$ cat src/sv/smd_pkg.sv
package smd_pkg;
  localparam int DefDataWidth = 64;
  localparam int FieldWidth = 64;

  // control carried with every pipelined request
  typedef struct packed {
    logic neg;
    logic dz;
    logic zero;
  } smd_ctl_t;
endpackage

$ cat src/sv/smd_div_stage.sv
// one registered division step group: STEPS quotient bits per stage
module smd_div_stage import smd_pkg::*; #(
  parameter int DW = DefDataWidth,
  parameter int STEPS = 4
) (
  input  logic            clk,
  input  logic            rst,
  input  logic            en,
  input  logic            in_valid,
  input  logic [2*DW-1:0] in_num,
  input  logic [DW:0]     in_rem,
  input  logic [DW-1:0]   in_d,
  input  smd_ctl_t        in_ctl,
  output logic            out_valid,
  output logic [2*DW-1:0] out_num,
  output logic [DW:0]     out_rem,
  output logic [DW-1:0]   out_d,
  output smd_ctl_t        out_ctl
);
  logic [2*DW-1:0] num;
  logic [DW:0] rem;
  logic [DW+1:0] trial;

  // restoring steps, quotient bits shift into the numerator register
  always_comb begin
    num = in_num;
    rem = in_rem;
    trial = '0;
    for (int i = 0; i < STEPS; i++) begin
      trial = {rem, num[2*DW-1]} - {2'b00, in_d};
      num = {num[2*DW-2:0], 1'b0};
      if (!trial[DW+1]) begin
        rem = trial[DW:0];
        num[0] = 1'b1;
      end else begin
        rem = trial[DW:0] + {1'b0, in_d};
      end
    end
  end

  always_ff @(posedge clk) begin
    if (rst) begin
      out_valid <= 1'b0;
    end else if (en) begin
      out_valid <= in_valid;
    end
    if (en) begin
      out_num <= num;
      out_rem <= rem;
      out_d <= in_d;
      out_ctl <= in_ctl;
    end
  end
endmodule

$ cat config.mk
export PLATFORM = sky130hd
export DESIGN_NAME = smd_div_stage
export DESIGN_NICKNAME = d
export VERILOG_FILES = /design/src/sv/smd_pkg.sv /design/src/sv/smd_div_stage.sv
export SDC_FILE = /design/constraint.sdc
export NUM_CORES = 1
export LEC_CHECK = 0
export BUFFER_PORTS_ARGS = -buffer_cell sky130_fd_sc_hd__buf_2
export CELL_PAD_IN_SITES_DETAIL_PLACEMENT = 0
export CELL_PAD_IN_SITES_GLOBAL_PLACEMENT = 2
export CORE_ASPECT_RATIO = 0.8
export CORE_MARGIN = 3
export CORE_UTILIZATION = 39
export CTS_CLUSTER_SIZE = 12
export DETAILED_ROUTE_END_ITERATION = 12
export GPL_ROUTABILITY_DRIVEN = 0
export PLACE_DENSITY_LB_ADDON = 0.1
export SLEW_MARGIN = 20
export SYNTH_ARGS = -nofsm -noshare
export SYNTH_HDL_FRONTEND = slang
export SYNTH_SLANG_ARGS = --single-unit
$ cat constraint.sdc
create_clock -name clk -period 32.2 [get_ports clk]
set_input_delay 3.22 -clock clk [delete_from_list [all_inputs] [get_ports clk]]
set_output_delay 3.22 -clock clk [all_outputs]
set_load 0.01 [all_outputs]
== Word level (Yosys, flattened, before mapping) ==
Cells that the tools add are included.

* Bits in latches: 0
* Output and inout port bits: 261
* ROM bits: 0
* RAM bits: 0
* Memories kept: 0
* Input bits: 264
* Register bits: 261
* Logic and storage cells: 23

* Muxes and demuxes: 8
* Divide/modulo/power cells: 0
* $mul: 0
* Magnitude comparators: 0
* Bitwise operators: 0
* $add $sub $neg: 8
* Reduce and logical (&&, ||, !) cells: 0
* Equal/unequal tests: 0
* Shift operators: 0

{| class="wikitable"
|+ Operators with widths
! kind !! number
|-
| 66-bit by 64-bit subtractor with 66-bit output || 4
|-
| 65-bit by 64-bit adder with 65-bit output || 4
|-
| 65-bit 2-to-1 mux || 4
|-
| 1-bit 2-to-1 mux || 4
|}

== Depth between registers and ports, before layout ==
* Depth in word-level cells: 12
* Mapped depth: 98
* Gate-level depth less buffers: 95

== Least setup slack after synthesis ==
No wires, ideal clock.

* Path kind: input -> register
* From: input port in_num[127]
* To: register out_rem[63] (data pin)
* Buffers on the path: 2
* Required time: 31.940 ns
* Arrival: 19.720 ns
* Setup time: 0.260 ns
* Path slack: 12.220 ns
* Stages: 92
* Cells stage by stage: inv_1 > ha_1 > fa_1 > nand2b_1 > a21oi_1 > o21ai_0 > nand2b_1 > a21o_1 > nand2_1 > nand2_1 > a21oi_1 > xnor2_1 > ha_1 > and3_1 > a21bo_2 > a21oi_1 > o21bai_1 > a21oi_1 > [56 not listed] > xor2_1 > ha_1 > clkbuf_1 > a21o_1 > a21oi_1 > nor2b_1 > o21ai_0 > nand2_1 > or3_1 > a21oi_1 > o2111ai_1 > nand3_1 > nor3_1 > a211oi_1 > a21oi_1 > mux2i_1 > o21ai_0 > mux2_4

* Cells in the longest elaborated chain, start to end: 12

{| class="wikitable"
|+ RTL lines
! item !! RTL line !! text
|-
| start, declared || smd_div_stage.sv:10 || <nowiki>input logic [2*DW-1:0] in_num,</nowiki>
|-
| 66-bit by 64-bit subtractor with 66-bit output * || smd_div_stage.sv:30 || <nowiki>trial = {rem, num[2*DW-1]} - {2'b00, in_d};</nowiki>
|-
| 65-bit by 64-bit adder with 65-bit output || smd_div_stage.sv:36 || <nowiki>rem = trial[DW:0] + {1'b0, in_d};</nowiki>
|-
| 65-bit 2-to-1 mux * || smd_div_stage.sv:32 || <nowiki>if (!trial[DW+1]) begin</nowiki>
|-
| 66-bit by 64-bit subtractor with 66-bit output * || smd_div_stage.sv:30 ||
|-
| 65-bit by 64-bit adder with 65-bit output || smd_div_stage.sv:36 ||
|-
| 65-bit 2-to-1 mux * || smd_div_stage.sv:32 ||
|-
| 66-bit by 64-bit subtractor with 66-bit output * || smd_div_stage.sv:30 ||
|-
| 65-bit by 64-bit adder with 65-bit output || smd_div_stage.sv:36 ||
|-
| 65-bit 2-to-1 mux * || smd_div_stage.sv:32 ||
|-
| 66-bit by 64-bit subtractor with 66-bit output * || smd_div_stage.sv:30 ||
|-
| 65-bit by 64-bit adder with 65-bit output || smd_div_stage.sv:36 ||
|-
| 65-bit 2-to-1 mux * || smd_div_stage.sv:32 ||
|-
| via rem[63] || smd_div_stage.sv:21 || <nowiki>logic [DW:0] rem;</nowiki>
|-
| end signal, assigned || smd_div_stage.sv:49 || <nowiki>out_rem <= rem;</nowiki>
|-
| end, declared || smd_div_stage.sv:16 || <nowiki>output logic [DW:0] out_rem,</nowiki>
|}

The timed path passes the listed nets; every way through them passes the cells marked *.
A chain may end at the register's enable or synchronous reset.

== Final worst setup path ==
* From: input port in_d[14]
* To: register out_rem[63] (data pin)

* Cells in the longest elaborated chain, start to end: 12

{| class="wikitable"
|+ RTL lines
! item !! RTL line !! text
|-
| start, declared || smd_div_stage.sv:12 || <nowiki>input logic [DW-1:0] in_d,</nowiki>
|-
| 66-bit by 64-bit subtractor with 66-bit output || smd_div_stage.sv:30 ||
|-
| 65-bit by 64-bit adder with 65-bit output || smd_div_stage.sv:36 ||
|-
| 65-bit 2-to-1 mux || smd_div_stage.sv:32 ||
|-
| 66-bit by 64-bit subtractor with 66-bit output || smd_div_stage.sv:30 ||
|-
| 65-bit by 64-bit adder with 65-bit output || smd_div_stage.sv:36 ||
|-
| 65-bit 2-to-1 mux || smd_div_stage.sv:32 ||
|-
| 66-bit by 64-bit subtractor with 66-bit output || smd_div_stage.sv:30 ||
|-
| 65-bit by 64-bit adder with 65-bit output || smd_div_stage.sv:36 ||
|-
| 65-bit 2-to-1 mux || smd_div_stage.sv:32 ||
|-
| 66-bit by 64-bit subtractor with 66-bit output || smd_div_stage.sv:30 ||
|-
| 65-bit by 64-bit adder with 65-bit output || smd_div_stage.sv:36 ||
|-
| 65-bit 2-to-1 mux * || smd_div_stage.sv:32 ||
|-
| via rem[63] || smd_div_stage.sv:21 ||
|}

Marked as above.

==> key figures <==
Clocking
  – CTS HTree Levels: 1
  – Clock transition time at the flip-flop clock pins of the worst setup and hold paths: ~60 ps
  – Num Clock Sinks: between 200 and 300
  – CTS tree: built
  – Post-CTS repair timing setup buffer count: 0
  – Clock latency at the later pin of the worst-skew pair: around 580 ps
  – Maximum buffer depth of the clock tree: 3
  – Root Buffer: sky130_fd_sc_hd__clkbuf_16
  – CTS-repair resized insts: 0
  – TritonCTS Buffers: 30
  – Number of buffers inserted for hold repair after clock tree synthesis: 0

STA
  – Period utilisation layout: 0.755
  – Maximum clock rate: approximately 41 MHz
  – Crit path time final: ~24,000 ps
  – Slew HR: 0.377
  – Final hold violations: 0
  – RSZ-0062 raised after global routing: false
  – Worst hold slack after final layout: between 400 and 500 ps
  – Endpoints failing setup: 0
  – Slew at the pin with the worst max-slew slack: 934 ps
  – Total negative slack for setup checks: 0 ps
  – Clock tree skew after final layout: 0 ps
  – Fin. max-slew vios: 0

Synthesis
  – Yosys warning total: 0
  – Synth Cell Area: between 30,000 and 40,000 um^2
  – Post-synth EDFFs: 260
  – Number of library cell types mapped by synthesis: 93
  – Register bit total from synthesis: 261
  – Cell count after synthesis: approximately 4,700
  – Net count after synthesis: between 5,000 and 6,000
  – Sequential share of the synthesized area: 0.203
  – Most common flop cell mapped by yosys: sky130_fd_sc_hd__edfxtp_1
  – Async S/R FF share, synth: 0
  – Avg Synthesized Cell Area: 8.23 um^2

Detailed routing
  – Vias per cell: 5.75
  – Number of detailed-route iterations in the first pass: 6
  – Post-detailed-route wirelength per cell: ~22 um
  – Total Wirelength: between 100 and 150 mm
  – Number of remaining DRC errors: 0
  – Total via count in the routed design: 37,100
  – Number of DRC markers after the initial detailed-route iteration: ~3,300
  – Post-route ant nets: 0

Global route
  – Total grt overflow: 0
  – Initial antenna violation count: 5
  – Vias in the first global route: around 34,000
  – First-pass GRT wire length: 211 mm
  – Largest net degree at the start of global routing: between 100 and 150
  – Global-route usage over all layers: 0.267

Die
  – CORE AREA: ~100,000 um^2
  – Floorplan die area: 103,000 um^2
  – Starting density of the core: 0.396
  – Die Y: 287 um
  – Number of standard-cell rows in the floorplan: a little over 100
  – Floorplan die width: approximately 360 um
  – Number of top-level pins: roughly 530

Setup path
  – Critical path arrival: approximately 25,000 ps
  – Data required time at the worst endpoint: ~33,000 ps
  – Worst setup path class: in -> reg
  – Longest individual stage delay on the worst path: slightly below 600 ps
  – Biggest fanout along the worst timing path: 64
  – Most used cell, CP: sky130_fd_sc_hd__a21oi_1
  – Crit path capture type: flip-flop
  – CP startpoint kind: primary input
  – Max stage delay cell, worst path: sky130_fd_sc_hd__buf_4

Cells and area
  – Final cell count without fillers: approximately 6,500
  – Fraction of layout instances using a drive strength above 1: 0.143
  – Share of the core filled with cells in the final layout: 0.445
  – Area added between synthesis and finish: 12.4%
  – Filler cells: ~9,800
  – Net total in the final layout: around 5,900

Placement
  – Port buffer count: 524
  – Instance count after placement with tap cells included: approximately 6,400
  – Estimated wirelength of the detail-placed design: between 100 and 150 mm

Min path
  – Hold crit path type: reg -> reg

Job
  – Number of maximum-capacitance constraint violations: 0

Run status
  – Outcome: finished clean
synth_stat cells (13+ instances only):
cell                         n  share of area
sky130_fd_sc_hd__a211o_1    14         0.0032
sky130_fd_sc_hd__a211oi_1   47         0.0091
sky130_fd_sc_hd__a21boi_0   24         0.0047
sky130_fd_sc_hd__a21o_1    329          0.064
sky130_fd_sc_hd__a21oi_1   557          0.072
sky130_fd_sc_hd__a221o_1    18         0.0047
sky130_fd_sc_hd__a221oi_1   13         0.0030
sky130_fd_sc_hd__a31o_2     14         0.0032
sky130_fd_sc_hd__a31oi_1    53         0.0086
sky130_fd_sc_hd__a41oi_1    13         0.0030
sky130_fd_sc_hd__and2_1     37         0.0060
sky130_fd_sc_hd__and3_1     62          0.010
sky130_fd_sc_hd__and4_1     18         0.0041
sky130_fd_sc_hd__clkbuf_1  111          0.011
sky130_fd_sc_hd__edfxtp_1  260           0.20
sky130_fd_sc_hd__ha_1      534           0.17
sky130_fd_sc_hd__inv_1     205          0.020
sky130_fd_sc_hd__mux2_2     31         0.0090
sky130_fd_sc_hd__mux2_4     60          0.023
sky130_fd_sc_hd__nand2_1   374          0.036
sky130_fd_sc_hd__nand2b_1   62          0.010
sky130_fd_sc_hd__nand3_1   108          0.014
sky130_fd_sc_hd__nand4_1    79          0.013
sky130_fd_sc_hd__nor2_1    272          0.026
sky130_fd_sc_hd__nor2b_1    55         0.0089
sky130_fd_sc_hd__nor3_1     51         0.0066
sky130_fd_sc_hd__nor4_1     14         0.0023
sky130_fd_sc_hd__o211ai_1   26         0.0051
sky130_fd_sc_hd__o21a_1     66          0.013
sky130_fd_sc_hd__o21ai_0   365          0.047
sky130_fd_sc_hd__o21ai_1    20         0.0026
sky130_fd_sc_hd__o21bai_1   85          0.017
sky130_fd_sc_hd__o31ai_1    22         0.0043
sky130_fd_sc_hd__or2_2      21         0.0034
sky130_fd_sc_hd__xnor2_1   295          0.067
sky130_fd_sc_hd__xor2_1    172          0.039
area by class of cell:
type | count | area [um^2] | share of cell area
sequential | 261 | 7830 | 0.181
timing repair buffer | 536 | 2740 | 0.0633
clock inverter | 13 | 95.1 | 0.00219
antenna | 3 | 7.51 | 0.000173
tap | 1300 | 1630 | 0.0375
multi-input combinational | 4092 | 29500 | 0.680
inverter | 206 | 773 | 0.0178
clock buffer | 39 | 815 | 0.0188
cells by family (layout without fill, tap and decap cells):
kind of cell    after synthesis  count (layout)  synth area share
compound gates             1781            1781             0.293
xor+xnor                    469             469             0.107
fa+ha+maj                   544             544             0.178
buf+inv                     333             794            0.0339
flops                       261             261             0.203
mux                         103             103            0.0356
other cells                   0               3                 0
simple gates               1195            1195             0.150
worst paths after layout:
| kind | startpoint | end | slack (ps) | cells after the start |
|---|---|---|---|---|
| worst min register to register | out_valid | out_valid | 490 | 2 |
| worst max register to register | out_valid | out_valid | 31610 | 2 |
| worst min-delay path | out_valid | out_valid | 490 | 2 |
| worst max-delay path | in_d[14] | out_rem[63] | 7900 | 90 |
cells in the final DEF (no fill, tap or decap), types with 36 or more instances in the layout:
cell	synthesis	layout
sky130_fd_sc_hd__nor2b_1	55	55
sky130_fd_sc_hd__nand2b_1	62	62
sky130_fd_sc_hd__inv_1	205	205
sky130_fd_sc_hd__nor2_1	272	270
sky130_fd_sc_hd__o21ai_0	365	365
sky130_fd_sc_hd__nand4_1	79	79
sky130_fd_sc_hd__and2_1	37	36
sky130_fd_sc_hd__mux2_4	60	60
sky130_fd_sc_hd__ha_1	534	534
sky130_fd_sc_hd__a211oi_1	47	47
sky130_fd_sc_hd__a21o_1	329	329
sky130_fd_sc_hd__nand3_1	108	108
sky130_fd_sc_hd__o21a_1	66	66
sky130_fd_sc_hd__a31oi_1	53	53
sky130_fd_sc_hd__xor2_1	172	172
sky130_fd_sc_hd__o21bai_1	85	85
sky130_fd_sc_hd__nor3_1	51	51
sky130_fd_sc_hd__and3_1	62	62
sky130_fd_sc_hd__nand2_1	374	374
sky130_fd_sc_hd__a21oi_1	557	557
sky130_fd_sc_hd__xnor2_1	295	295
sky130_fd_sc_hd__buf_2	4	523
sky130_fd_sc_hd__edfxtp_1	260	260
routing by layer:
layer  global-route usage  wire (um)  vias to the layer above
li1                     -          -                    18400
met1                0.440      76600                    17200
met2                0.358      54000                     1328
met3               0.0371      11300                       96
met4               0.0458       2480                        0
met5                    0          0                        -
registers in the layout, indices dropped and copies added, names as in the netlist:
name,count
out_rem,65
out_valid,1
out_num,128
out_ctl,3
out_d,64
through the flow:
stage	worst slack [ps]	instance area (um^2)
finish	7900	43400
global route	6180	43400
CTS	8070	43300
detailed placement	7450	42400
global placement	7540	42400
floorplan	12220	38600
critical path: cells and delay by family:
family / cells / cell delay, ps
AOI/OAI and AO/OA: 49 / 11050
buffers and inverters: 6 / 2650
muxes: 3 / 870
and+or+nand+nor: 21 / 3480
adders and majority gates: 6 / 2210
xor gates and xnor gates: 5 / 940
Power is not shown: default switching activity piles up to over one toggle a cycle in this logic, so the estimate is an artifact.
